## config.mk

```make
export PLATFORM = sky130hd
export DESIGN_NAME = bdeq_ctrl
export DESIGN_NICKNAME = d
export VERILOG_FILES = /design/src/design/bdeq_pkg.sv /design/src/design/bdeq_ctrl.sv
export SDC_FILE = /design/constraint.sdc
export NUM_CORES = 1
export LEC_CHECK = 0
export BUFFER_PORTS_ARGS = -buffer_cell sky130_fd_sc_hd__buf_4
export CORE_ASPECT_RATIO = 1.75
export CORE_UTILIZATION = 48
export DETAILED_ROUTE_END_ITERATION = 8
export PLACE_DENSITY = 0.79
export SYNTH_ARGS = -nofsm -noshare
export SYNTH_HDL_FRONTEND = slang
export SYNTH_SLANG_ARGS = --single-unit
```

## constraint.sdc

```tcl
create_clock -name clock -period 2.36 [get_ports clock]
set_clock_uncertainty 0.1 [all_clocks]
set_input_delay 0 -clock clock [delete_from_list [all_inputs] [get_ports clock]]
set_output_delay 0 -clock clock [all_outputs]
set_load 0.05 [all_outputs]
```

## src/design/bdeq_pkg.sv

```systemverilog
// Shared constants and types for the bounded double-ended queue.
package bdeq_pkg;

   localparam int DEPTH = 1024;
   localparam int ADDR_W = $clog2(DEPTH);
   localparam int COUNT_W = $clog2(DEPTH + 1);
   localparam int DATA_W = 32;
   localparam int KIND_W = 3;
   localparam int STATUS_W = 2;

   localparam logic [KIND_W-1:0] KIND_PUSH_BACK  = 3'd0;
   localparam logic [KIND_W-1:0] KIND_PUSH_FRONT = 3'd1;
   localparam logic [KIND_W-1:0] KIND_POP_FRONT  = 3'd2;
   localparam logic [KIND_W-1:0] KIND_POP_BACK   = 3'd3;
   localparam logic [KIND_W-1:0] KIND_PEEK_FRONT = 3'd4;
   localparam logic [KIND_W-1:0] KIND_CLEAR      = 3'd5;

   localparam logic [STATUS_W-1:0] STATUS_OK        = 2'd0;
   localparam logic [STATUS_W-1:0] STATUS_OVERFLOW  = 2'd1;
   localparam logic [STATUS_W-1:0] STATUS_UNDERFLOW = 2'd2;
   localparam logic [STATUS_W-1:0] STATUS_UNUSED    = 2'd3;

   typedef struct packed {
      logic [STATUS_W-1:0] status;
      logic [COUNT_W-1:0]  fill_count;
      logic                is_empty;
      logic                is_full;
      logic                use_rdata;
   } meta_type;

endpackage

```

## src/design/bdeq_ctrl.sv

```systemverilog
// Pointer and count control: decodes an operation and issues its store access.
module bdeq_ctrl (
   input  logic                          clock,
   input  logic                          reset,
   input  logic                          fire,
   input  logic [bdeq_pkg::KIND_W-1:0]   kind,
   input  logic [bdeq_pkg::DATA_W-1:0]   value,
   output logic                          wr_en,
   output logic [bdeq_pkg::ADDR_W-1:0]   wr_addr,
   output logic [bdeq_pkg::DATA_W-1:0]   wr_data,
   output logic                          rd_en,
   output logic [bdeq_pkg::ADDR_W-1:0]   rd_addr,
   output bdeq_pkg::meta_type            meta
);

   localparam logic [bdeq_pkg::ADDR_W-1:0] LAST_ADDR = bdeq_pkg::ADDR_W'(bdeq_pkg::DEPTH - 1);
   localparam logic [bdeq_pkg::COUNT_W-1:0] FULL_COUNT = bdeq_pkg::COUNT_W'(bdeq_pkg::DEPTH);

   logic [bdeq_pkg::ADDR_W-1:0]  head_ff, head_in;
   logic [bdeq_pkg::ADDR_W-1:0]  tail_ff, tail_in;
   logic [bdeq_pkg::COUNT_W-1:0] count_ff, count_in;
   logic [bdeq_pkg::ADDR_W-1:0]  head_inc, head_dec, tail_inc, tail_dec;
   logic                         empty, full;
   logic [bdeq_pkg::STATUS_W-1:0] status;
   logic                         use_rdata;

   assign empty = (count_ff == '0);
   assign full = (count_ff == FULL_COUNT);
   assign head_inc = (head_ff == LAST_ADDR) ? '0 : head_ff + 1'b1;
   assign head_dec = (head_ff == '0) ? LAST_ADDR : head_ff - 1'b1;
   assign tail_inc = (tail_ff == LAST_ADDR) ? '0 : tail_ff + 1'b1;
   assign tail_dec = (tail_ff == '0) ? LAST_ADDR : tail_ff - 1'b1;
   assign wr_data = value;

   always_comb begin
      head_in = head_ff;
      tail_in = tail_ff;
      count_in = count_ff;
      wr_en = 1'b0;
      wr_addr = tail_ff;
      rd_en = 1'b0;
      rd_addr = head_ff;
      status = bdeq_pkg::STATUS_OK;
      use_rdata = 1'b0;
      unique case (kind)
         bdeq_pkg::KIND_PUSH_BACK: begin
            if (full) begin
               status = bdeq_pkg::STATUS_OVERFLOW;
            end else begin
               wr_en = fire;
               wr_addr = tail_ff;
               tail_in = tail_inc;
               count_in = count_ff + 1'b1;
            end
         end
         bdeq_pkg::KIND_PUSH_FRONT: begin
            if (full) begin
               status = bdeq_pkg::STATUS_OVERFLOW;
            end else begin
               wr_en = fire;
               wr_addr = head_dec;
               head_in = head_dec;
               count_in = count_ff + 1'b1;
            end
         end
         bdeq_pkg::KIND_POP_FRONT: begin
            if (empty) begin
               status = bdeq_pkg::STATUS_UNDERFLOW;
            end else begin
               rd_en = fire;
               rd_addr = head_ff;
               use_rdata = 1'b1;
               head_in = head_inc;
               count_in = count_ff - 1'b1;
            end
         end
         bdeq_pkg::KIND_POP_BACK: begin
            if (empty) begin
               status = bdeq_pkg::STATUS_UNDERFLOW;
            end else begin
               rd_en = fire;
               rd_addr = tail_dec;
               use_rdata = 1'b1;
               tail_in = tail_dec;
               count_in = count_ff - 1'b1;
            end
         end
         bdeq_pkg::KIND_PEEK_FRONT: begin
            if (empty) begin
               status = bdeq_pkg::STATUS_UNDERFLOW;
            end else begin
               rd_en = fire;
               rd_addr = head_ff;
               use_rdata = 1'b1;
            end
         end
         bdeq_pkg::KIND_CLEAR: begin
            head_in = '0;
            tail_in = '0;
            count_in = '0;
         end
         default: begin
         end
      endcase
   end

   always_comb begin
      meta.status = status;
      meta.fill_count = count_in;
      meta.is_empty = (count_in == '0);
      meta.is_full = (count_in == FULL_COUNT);
      meta.use_rdata = use_rdata;
   end

   always_ff @(posedge clock) begin
      if (reset) begin
         head_ff <= '0;
         tail_ff <= '0;
         count_ff <= '0;
      end else if (fire) begin
         head_ff <= head_in;
         tail_ff <= tail_in;
         count_ff <= count_in;
      end
   end

endmodule

```

==> metrics.txt <==
P&R area growth vs syn 47.9%; final period utilization 118%; Chip Height 115 um; Synth Area in XOR/XNOR 3.51%; Post-Synthesis Cells 504; initial antenna violation count 0; Sw Share 43.2%; f_max 360 MHz; Slew Limit Headroom 51.1%; Power Internal 1730 uW; Clk pin slew, worst setup/hold paths 0.06 ns; Crit Path Category reg -> out; Hold Path Class in -> reg; final worst slack -0.420 ns; worst r2r src head_ff[1]$_SDFFE_PP0P_; startpoint types flop; met3 usage 4.76%; pre-CTS WS -0.305 ns; Synth Area in Compound Gates 26.9%; crit path DAT 2.68 ns; vias in the first global route 4320; vias 4529; Max VDD drop 0.530 mV; Reg2Reg Setup Slack -0.38 ns; Initial Util 50.2%; Post-Layout Cell Count 688; Max Cap Viol 0; outcome finished with violations; Die X-Extent 66.5 um; HP Start reset; Adder-Cell Fraction of Synth Area 2.51%; Net Switching 1320 uW; Setup Viol. Count Final 22; Hold Crit Depth 2; post-synth top area share 17.8%; Root Buffer clkbuf_16; largest area contributor in the netlist dfxtp_1; Clk pwr share 24.4%; predominant post-synthesis flop cell dfxtp_1; largest family of logic cells by synthesized area simple AND/OR/NAND/NOR gates; Hold EP head_ff[5]$_SDFFE_PP0P_; largest cells by area after synthesis dfxtp_1 18%, buf_4 7.9%, nor2_1 6.4%; mux contribution to synthesized area 2.01%; first-pass GRT wire length 20500 um; clock sinks 31; crit-path max FO 5; Rows 40; crit end category primary output; Inst Count DP 631; DR WL/cell 20.3 um; Final HPWL DP 8670 um; r2r endpoint head_ff[1]$_SDFFE_PP0P_; final WL 13900 um; Worst Max-Slew Pin Slew 0.730 ns; failing checks negative setup slack; critical path required time 2.26 ns; port buffer count 43; sequential area share after synthesis 17.8%; commonest cells after routing, fill and taps aside 110 x buf_4, 58 x nor2_1, 33 x dlygate4sd3_1; io pins 108; RSZ-0062 raised after global routing yes; initial drt markers 313; Yosys cell types 67; layer with the highest usage met2; gr usage total 35.4%; core region area 0.00696 mm2; Lkg Pwr 0.00213 uW; final setup TNS -4.02 ns; commonest non-fill, non-tap cell in the layout buf_4; #FFs+latches synth 31; CTS Buffer Depth 2; Final min period 2.78 ns; Remaining DRCs 0; H-tree lvl count 2; synth warn 0; GR Layer Usage met1 32.6%; Final Hold Fails 0; met2 Track Usage GR 66.4%; Gate power share 55.6%; Via density 6.58; Pre-antenna DRT Iters 5; simple-gate portion of the synthesized area 31.3%; number of flops mapped to enable cells by yosys 0; routability cong. 1.02; Nets 648; Pins Over Slew Limit 0; Power Total 3050 uW; antenna cells 0; Flop pwr share 19.9%; pwr/cell area 589 mW/mm2; Clock Latency Late Sink 0.29 ns; total congestion overflow 0; R2R cell count 9; CTS tree done; ys async rst share 0%; die area 0.00764 mm2; Avg Cell Area, Syn 6.93 um2; Inserted Clock Buffers 5; Mapped Area 0.00349 mm2; largest net degree at the start of global routing 32; layout cells sized above 1 39.1%; remaining antenna violation count after routing 0; net count after synthesis 549
## worst max-delay path by stage
| stage | start | end | slack, ns | cells past startpoint |
|---|---|---|---|---|
| finish | count_ff[3]$_SDFFE_PP0P_ | meta[1] | -0.42 | 10 |
| global route | count_ff[4]$_SDFFE_PP0P_ | meta[1] | -0.60 | 10 |
| CTS | count_ff[7]$_SDFFE_PP0P_ | meta[1] | -0.43 | 10 |
| detailed placement | count_ff[3]$_SDFFE_PP0P_ | meta[1] | -0.30 | 9 |
| global placement | count_ff[3]$_SDFFE_PP0P_ | meta[1] | -0.28 | 9 |
| floorplan | count_ff[4]$_SDFFE_PP0P_ | meta[1] | -0.36 | 8 |
## timing repair
action                                  4_1_cts  5_1_grt
gates resized for setup                      66       30
endpoints found under the hold margin        38        0
pin swaps                                    24       21
cloned                                        0        1
hold buffers                                 33        0
endpoints found under the setup margin       34       37
buffers inserted                             14        5
## through the flow
step / hold WS, ns / cell area, um2 / util (%)
finish: 0.0141 / 5170 / 74.3
global placement: -0.0997 / 4190 / 60.2
detailed placement: -0.0997 / 4190 / 60.2
floorplan: 0.0619 / 3680 / -
CTS: 0.00446 / 5000 / 71.9
global route: 0.0358 / 5170 / 74.3
## sequential cells by signal, summed over array words and instances (netlist names)
register / flops
head_ff: 10
count_ff: 11
tail_ff: 10
## kinds of logic (layout without fill, tap and decap cells)
logic type                 count (synthesis)  in the layout
AOI/OAI and AO/OA                        146            146
xor gates and xnor gates                  14             14
adders and majority gates                  7              7
buffers and inverters                     97            196
DFF                                       31             31
muxes                                      7              7
and+or+nand+nor                          202            203
## cell usage after synthesis (all sizes together), types with 11 or more instances
library cell and instances:
nand3 19, buf 46, a21oi 41, a22oi 11, nor3 18, nor2 60
o21ai 34, clkbuf 31, nand2 34, inv 20, a211oi 16, dfxtp 31
## power groups by stage
stage / Clock, uW / Combinational (uW) / Sequential [uW]
2_1_floorplan: 0 / 988 / 589
3_3_place_gp: 0 / 1190 / 609
3_5_place_dp: 0 / 1210 / 611
4_1_cts: 742 / 1530 / 603
5_1_grt: 768 / 1780 / 611
6_report: 744 / 1690 / 607
## layout make-up
type	instances	area [um2]
multi-input combinational	377	2730
fill	510	1790
timing repair buffer	168	1460
sequential	31	638
clock buffer	7	164
tap	84	105
inverter	20	75.1
clock inverter	1	5.00
## worst max-delay path, cell delays in order, from the launching register on
cell and delay (ns):
dfxtp_2 0.35, nor4_4 0.36, buf_4 0.20, nand4_1 0.18, mux2i_1 0.19, o21ai_1 0.09, nor3_1 0.18, buf_4 0.15
nand4b_1 0.22, nor3b_4 0.27, buf_6 0.19
## layer usage
metal | vias to the layer above | wire length, um
li1 | 1998 | -
met2 | 313 | 7240
met3 | 118 | 927
met5 | - | 0
met1 | 2100 | 4440
met4 | 0 | 1330
(Power assumes the default switching activity.)
