`config.mk`:
```
export PLATFORM = sky130hd
export DESIGN_NAME = bdeq_out
export DESIGN_NICKNAME = d
export VERILOG_FILES = /design/src/design/bdeq_pkg.sv /design/src/design/bdeq_out.sv
export SDC_FILE = /design/constraint.sdc
export NUM_CORES = 1
export LEC_CHECK = 0
export ABC_AREA = 0
export BUFFER_PORTS_ARGS = -buffer_cell sky130_fd_sc_hd__buf_2
export CORE_MARGIN = 4
export CORE_UTILIZATION = 46
export CTS_CLUSTER_DIAMETER = 100
export DETAILED_ROUTE_END_ITERATION = 8
export GPL_TIMING_DRIVEN = 0
export PLACE_DENSITY = 0.76
export SYNTH_ARGS = -nofsm -noshare
export SYNTH_HDL_FRONTEND = slang
export SYNTH_SLANG_ARGS = --single-unit
```
`constraint.sdc`:
```
create_clock -name clock -period 3.3 [get_ports clock]
set_clock_uncertainty 0.1 [all_clocks]
set_input_delay 0.825 -clock clock [delete_from_list [all_inputs] [get_ports clock]]
set_output_delay 0.825 -clock clock [all_outputs]
set_load 0.01 [all_outputs]
```
`src/design/bdeq_pkg.sv`:
```
// Shared constants and types for the bounded double-ended queue.
package bdeq_pkg;

   localparam int DEPTH = 1024;
   localparam int ADDR_W = $clog2(DEPTH);
   localparam int COUNT_W = $clog2(DEPTH + 1);
   localparam int DATA_W = 32;
   localparam int KIND_W = 3;
   localparam int STATUS_W = 2;

   localparam logic [KIND_W-1:0] KIND_PUSH_BACK  = 3'd0;
   localparam logic [KIND_W-1:0] KIND_PUSH_FRONT = 3'd1;
   localparam logic [KIND_W-1:0] KIND_POP_FRONT  = 3'd2;
   localparam logic [KIND_W-1:0] KIND_POP_BACK   = 3'd3;
   localparam logic [KIND_W-1:0] KIND_PEEK_FRONT = 3'd4;
   localparam logic [KIND_W-1:0] KIND_CLEAR      = 3'd5;

   localparam logic [STATUS_W-1:0] STATUS_OK        = 2'd0;
   localparam logic [STATUS_W-1:0] STATUS_OVERFLOW  = 2'd1;
   localparam logic [STATUS_W-1:0] STATUS_UNDERFLOW = 2'd2;
   localparam logic [STATUS_W-1:0] STATUS_UNUSED    = 2'd3;

   typedef struct packed {
      logic [STATUS_W-1:0] status;
      logic [COUNT_W-1:0]  fill_count;
      logic                is_empty;
      logic                is_full;
      logic                use_rdata;
   } meta_type;

endpackage

```
`src/design/bdeq_out.sv`:
```
// Result pipeline: captures the store read data, then holds the result beat.
module bdeq_out (
   input  logic                          clock,
   input  logic                          reset,
   input  logic                          fire,
   input  bdeq_pkg::meta_type            meta,
   input  logic [bdeq_pkg::DATA_W-1:0]   rd_data,
   output logic                          in_ready,
   output logic                          rsp_valid,
   input  logic                          rsp_ready,
   output logic [bdeq_pkg::DATA_W-1:0]   rsp_read_value,
   output bdeq_pkg::meta_type            rsp_meta
);

   logic                        s1_valid_ff, s1_valid_in;
   bdeq_pkg::meta_type          s1_meta_ff;
   logic                        s2_valid_ff, s2_valid_in;
   bdeq_pkg::meta_type          s2_meta_ff;
   logic [bdeq_pkg::DATA_W-1:0] s2_value_ff;
   logic                        s2_free, s1_adv;

   assign s2_free = !s2_valid_ff || rsp_ready;
   assign s1_adv = s1_valid_ff && s2_free;
   assign in_ready = !s1_valid_ff || s2_free;
   assign s1_valid_in = fire || (s1_valid_ff && !s1_adv);
   assign s2_valid_in = s1_adv || (s2_valid_ff && !rsp_ready);

   always_ff @(posedge clock) begin
      if (reset) begin
         s1_valid_ff <= 1'b0;
         s2_valid_ff <= 1'b0;
      end else begin
         s1_valid_ff <= s1_valid_in;
         s2_valid_ff <= s2_valid_in;
      end
   end

   always_ff @(posedge clock) begin
      if (fire) begin
         s1_meta_ff <= meta;
      end
      if (s1_adv) begin
         s2_meta_ff <= s1_meta_ff;
         s2_value_ff <= s1_meta_ff.use_rdata ? rd_data : '0;
      end
   end

   assign rsp_valid = s2_valid_ff;
   assign rsp_read_value = s2_value_ff;
   assign rsp_meta = s2_meta_ff;

endmodule

```
==> flow_summary.ini, run 1 <==
[status]
status = complete, no violations

[clocking]
cts_sinks = 66
clk_pin_slew_ns = 0.08
clockRootBuffer = clkbuf_8
post_cts_resized = 0
htreeDepth = 3
ctsHoldBuffers = 0
numCtsBuffers = 9
cts_buffer_depth = 2
cts_tree = built
cts_setup_buffers = 0
clock_latency_ns = 0.32

[global_route]
grt.total_usage = 0.137
grt_first_pass_wirelength_um = 6040
overflow = 0
grt_pass1_vias = 1259
antenna_found_initial = 0
grt_start_max_net_pins = 29

[worst_setup_path]
cp_max_fo = 2
rr_endpoint = rsp_read_value[30]
ff2ff_setup_slack_ns = 1.74
crit_end = in_ready
crit_type = in -> out
crit_top_cell = buf_2
worstSetupStartpointType = primary input
worstPathRequired_ns = 2.37
worstPathCellList = buf_2, nand3b_1, buf_2
startpoint = rsp_ready
critPathCaptureType = output port
slowest_delay_ns = 0.16
reg2reg_from = rsp_valid
reg2regPathDepth = 3
arrival_ns = 1.24
slowest_stage = nand3b_1

[layout]
utilization = 0.658
nNetsFinal = 273
area_delta_synth_final_pct = 37.8
drive_gt1_frac = 0.677
diodes = 0
final.fill_count = 350

[flow_run]
maxCapViolations = 0

[pwr]
leakagePower_uw = 0.00129
peakVddDrop_mv = 0.356
powerDensity_nw_per_um2 = 617

[worst_hold_path]
hold_path_class = reg -> reg

[sta]
finalHoldViolCount = 0
post-route-min-period_ns = 2.16
rsz0062_at_grt = no
worstMarginPinSlew_ns = 0.523
setup_viol = 0
fin_hold_ws_ns = 0.314
fmax_mhz = 462
slew_headroom = 0.651
drv_slew = 0
period_share = 0.656
timing.setup.tns_ns = 0

[route]
via_per_inst = 4.35
wire_per_inst_um = 13.5
ant_nets = 0
drt_first_pass_iters = 4
drt_iter0_markers = 38
drt-total-wl_um = 3940
vias = 1275
drc_errors = 0

[yosys]
yosys.cell_types.count = 9
synth_top_area_share = 0.852
netlist_area_um2 = 2250
synthCells = 108
synth_fp_nets = 160
ys_ff_latch = 66
yosysTopAreaCell = edfxtp_1
ys_top_cells_by_area = edfxtp_1 85%, and2_2 11%, dfxtp_1 1.8%, clkbuf_2 0.67%, a21oi_1 0.44%
synthesis.yosys.warnings = 0
syn_avg_cell_area_um2 = 20.9
ys_seq_area_frac = 0.870

[die]
rows = 25
fp.dieW_um = 78.0
coreArea_um2 = 4720
num_io_pins = 102
dieArea_um2 = 6090
start_util = 0.477
die_height_um = 78.0

[place]
place_congestion = 0.740
dp_hpwl_um = 2850
portBuffers = 101
routing by layer:
layer / vias up / global-route usage / part of all wire
met1: 577 / 0.151 / 0.40
li1: 619 / - / -
met3: 7 / 0.0619 / 0.11
met4: 0 / 0.0734 / 0.014
met5: - / 0 / 0
met2: 72 / 0.222 / 0.48
cell usage after synthesis:
cell type / count
and2_1: 1
a21oi_1: 2
dfxtp_1: 2
inv_1: 2
nand3b_1: 1
and2_2: 32
edfxtp_1: 64
nand2b_1: 1
clkbuf_2: 3
logic make-up (layout without fill, tap and decap cells):
group | after synthesis | after routing | share of synthesized area
AOI/OAI and AO/OA | 2 | 2 | 0.00444
buffers and inverters | 5 | 123 | 0.00999
DFF | 66 | 66 | 0.870
and+or+nand+nor | 35 | 35 | 0.115
registers in the layout, summed over array words and instances, names as in the netlist:
register	flops
rsp_valid	1
rsp_meta	16
s1_valid_ff	1
s1_meta_ff	16
rsp_read_value	32
per-stage QoR:
stage | cells | total power, µW | area [µm²] | setup WS (ns)
2_1_floorplan | 108 | 1060 | 2250 | 0.705
3_3_place_gp | 276 | 1130 | 2840 | 0.207
3_5_place_dp | 277 | 1140 | 2870 | 1.10
4_1_cts | 293 | 1940 | 3110 | 1.13
5_1_grt | 293 | 1990 | 3110 | 1.09
6_report | 293 | 1920 | 3110 | 1.14
worst min-delay path by stage:
stage / from / end / slack, ns / cells after the start
2_1_floorplan: s1_meta_ff[10] / rsp_meta[10] / 0.30 / 0
3_3_place_gp: s1_meta_ff[4] / rsp_meta[4] / 0.30 / 0
3_5_place_dp: s1_meta_ff[10] / rsp_meta[10] / 0.30 / 0
4_1_cts: s1_meta_ff[2] / rsp_meta[2] / 0.32 / 0
5_1_grt: s1_meta_ff[9] / rsp_meta[9] / 0.32 / 0
6_report: s1_meta_ff[2] / rsp_meta[2] / 0.31 / 0
layout make-up:
class                   count  area [µm²]  share of cell area
well taps                  67        83.8              0.0270
clock inverters             6         114              0.0366
repair buffers            102         526               0.169
multi-input cells          37         272              0.0874
plain buffers               3        15.0             0.00483
inverters                   2        7.51             0.00242
clock buffers              10         128              0.0411
flip-flops and latches     66        1960               0.631
critical path: cells and delay by family:
kind | cells | cell delay, ns
simple gates | 1 | 0.16
buf+inv | 2 | 0.25
cells in the final DEF (no fill, tap or decap):
cell type | synthesis | final
dfxtp_1 | 2 | 2
bufinv_16 | 0 | 3
nand2b_1 | 1 | 1
inv_1 | 2 | 2
clkbuf_1 | 0 | 1
clkbuf_2 | 3 | 3
clkbuf_8 | 0 | 9
edfxtp_1 | 64 | 64
and2_2 | 32 | 33
a21oi_1 | 2 | 2
clkinvlp_4 | 0 | 2
inv_6 | 0 | 1
buf_12 | 0 | 1
nand3b_1 | 1 | 1
buf_2 | 0 | 101
power breakdown:
| group | switching [µW] | internal [µW] | total, µW |
|---|---|---|---|
| Sequential | 12.2 | 979 | 991 |
| Clock | 296 | 505 | 800 |
| Combinational | 63.3 | 63.6 | 127 |
| Total | 371 | 1550 | 1920 |
Power figures use the tool's default switching activity.
==> run 2: changes to the inputs <==
- clock period: 3.3 -> 2.05 ns (I/O delays scaled with it)
==> flow_summary.ini, run 2 (same netlist as run 1, synthesis figures left out) <==
[route]
drt_first_pass_iters = 4
vias = 1269
drt_iter0_markers = 78
wire_per_inst_um = 13.3
ant_nets = 0
via_per_inst = 4.35
drc_errors = 0
drt-total-wl_um = 3880

[pwr]
powerDensity_nw_per_um2 = 878
leakagePower_uw = 0.00124
peakVddDrop_mv = 0.474
total_power_uw = 2630

[sta]
setup_viol = 0
fin_hold_ws_ns = 0.269
finalHoldViolCount = 0
final.setup.worst_slack_ns = 0.229
drv_slew = 0
post-route-min-period_ns = 1.82
period_share = 0.888
worstMarginPinSlew_ns = 1.10
slew_headroom = 0.269
rsz0062_at_grt = no
fmax_mhz = 549
timing.setup.tns_ns = 0

[worst_setup_path]
critPathCaptureType = register
cp_max_fo = 48
rr_endpoint = rsp_read_value[26]
crit_type = reg -> reg
worstPathRequired_ns = 1.88
ff2ff_setup_slack_ns = 0.23
worstSetupStartpointType = register
arrival_ns = 1.65
reg2regPathDepth = 2
reg2reg_from = rsp_valid

[worst_hold_path]
hp-start = meta[2]
worstHoldEndpoint = s1_meta_ff[2]
hold_depth = 1
hold_path_class = in -> reg

[layout]
largest_reg_flops = 32
utilization = 0.634
mostFrequentLayoutCell = buf_2
layout_common_cells = 101 x buf_2, 64 x edfxtp_1, 33 x and2_2
drive_gt1_frac = 0.653
final.fill_count = 354
diodes = 0
area_delta_synth_final_pct = 32.9
nNetsFinal = 272

[global_route]
overflow = 0
antenna_found_initial = 0
grt_start_max_net_pins = 49
grt_pass1_vias = 1251
grt.total_usage = 0.133
grt_first_pass_wirelength_um = 5910

[clocking]
htreeDepth = 3
ctsHoldBuffers = 0
clock_latency_ns = 0.31
post_cts_resized = 0
cts_sinks = 66
clockRootBuffer = clkbuf_8
cts_tree = built
cts_setup_buffers = 0
cts_buffer_depth = 2
numCtsBuffers = 9
clk_pin_slew_ns = 0.07

[die]
num_io_pins = 102
dieArea_um2 = 6090
coreArea_um2 = 4720
fp.dieW_um = 78.0
start_util = 0.477
rows = 25
die_height_um = 78.0

[flow_run]
maxCapViolations = 0

[place]
place_congestion = 0.640
dp_hpwl_um = 2740
portBuffers = 101
place_ws_ns = -0.0837

[status]
status = complete, no violations
==> run 2: where the power goes <==
group,internal [µW],total (µW),switching (µW),leakage (µW)
logic,97.8,199,101,0.000537
clock network,416,834,418,0.0000776
registers,1580,1600,19.7,0.000628
==> run 2: area by class of cell <==
class,instances,area (µm²),share of cell area
sequential,66,1960,0.655
inverter,2,7.51,0.00251
timing repair buffer,101,505,0.169
clock buffer,10,128,0.0426
tap,67,83.8,0.0280
buffer,3,15.0,0.00501
multi-input combinational,37,272,0.0906
clock inverter,6,23.8,0.00793
==> run 2: how the worst max path moves through the flow <==
stage	start	endpoint	slack, ns
after floorplan	rsp_ready	rsp_meta[0]	0.28
final	rsp_valid	rsp_read_value[26]	0.23
after global placement	rsp_ready	rsp_read_value[0]	-0.001
after detailed placement	rsp_ready	rsp_read_value[0]	-0.08
after global routing	rsp_valid	rsp_meta[10]	0.08
after CTS	rsp_valid	rsp_read_value[2]	0.23
==> run 2: metrics by stage <==
stage               std cells  cell area, µm²
floorplan                 108            2260
global placement          276            2850
detailed placement        276            2850
CTS                       292            3000
global route              292            3000
finish                    292            3000
==> run 2: per-layer routing <==
layer,global-route usage,vias to the layer above,routed length [µm]
met5,0,-,0
met4,0.0892,0,53
met3,0.0550,5,497
met2,0.188,81,1650
met1,0.167,561,1670
li1,-,622,-
==> run 2: worst max-delay path, cell delays in order, from the launching register on <==
cell,delay [ns]
dfxtp_1,0.33
nand2b_1,0.10
and2_2,0.89
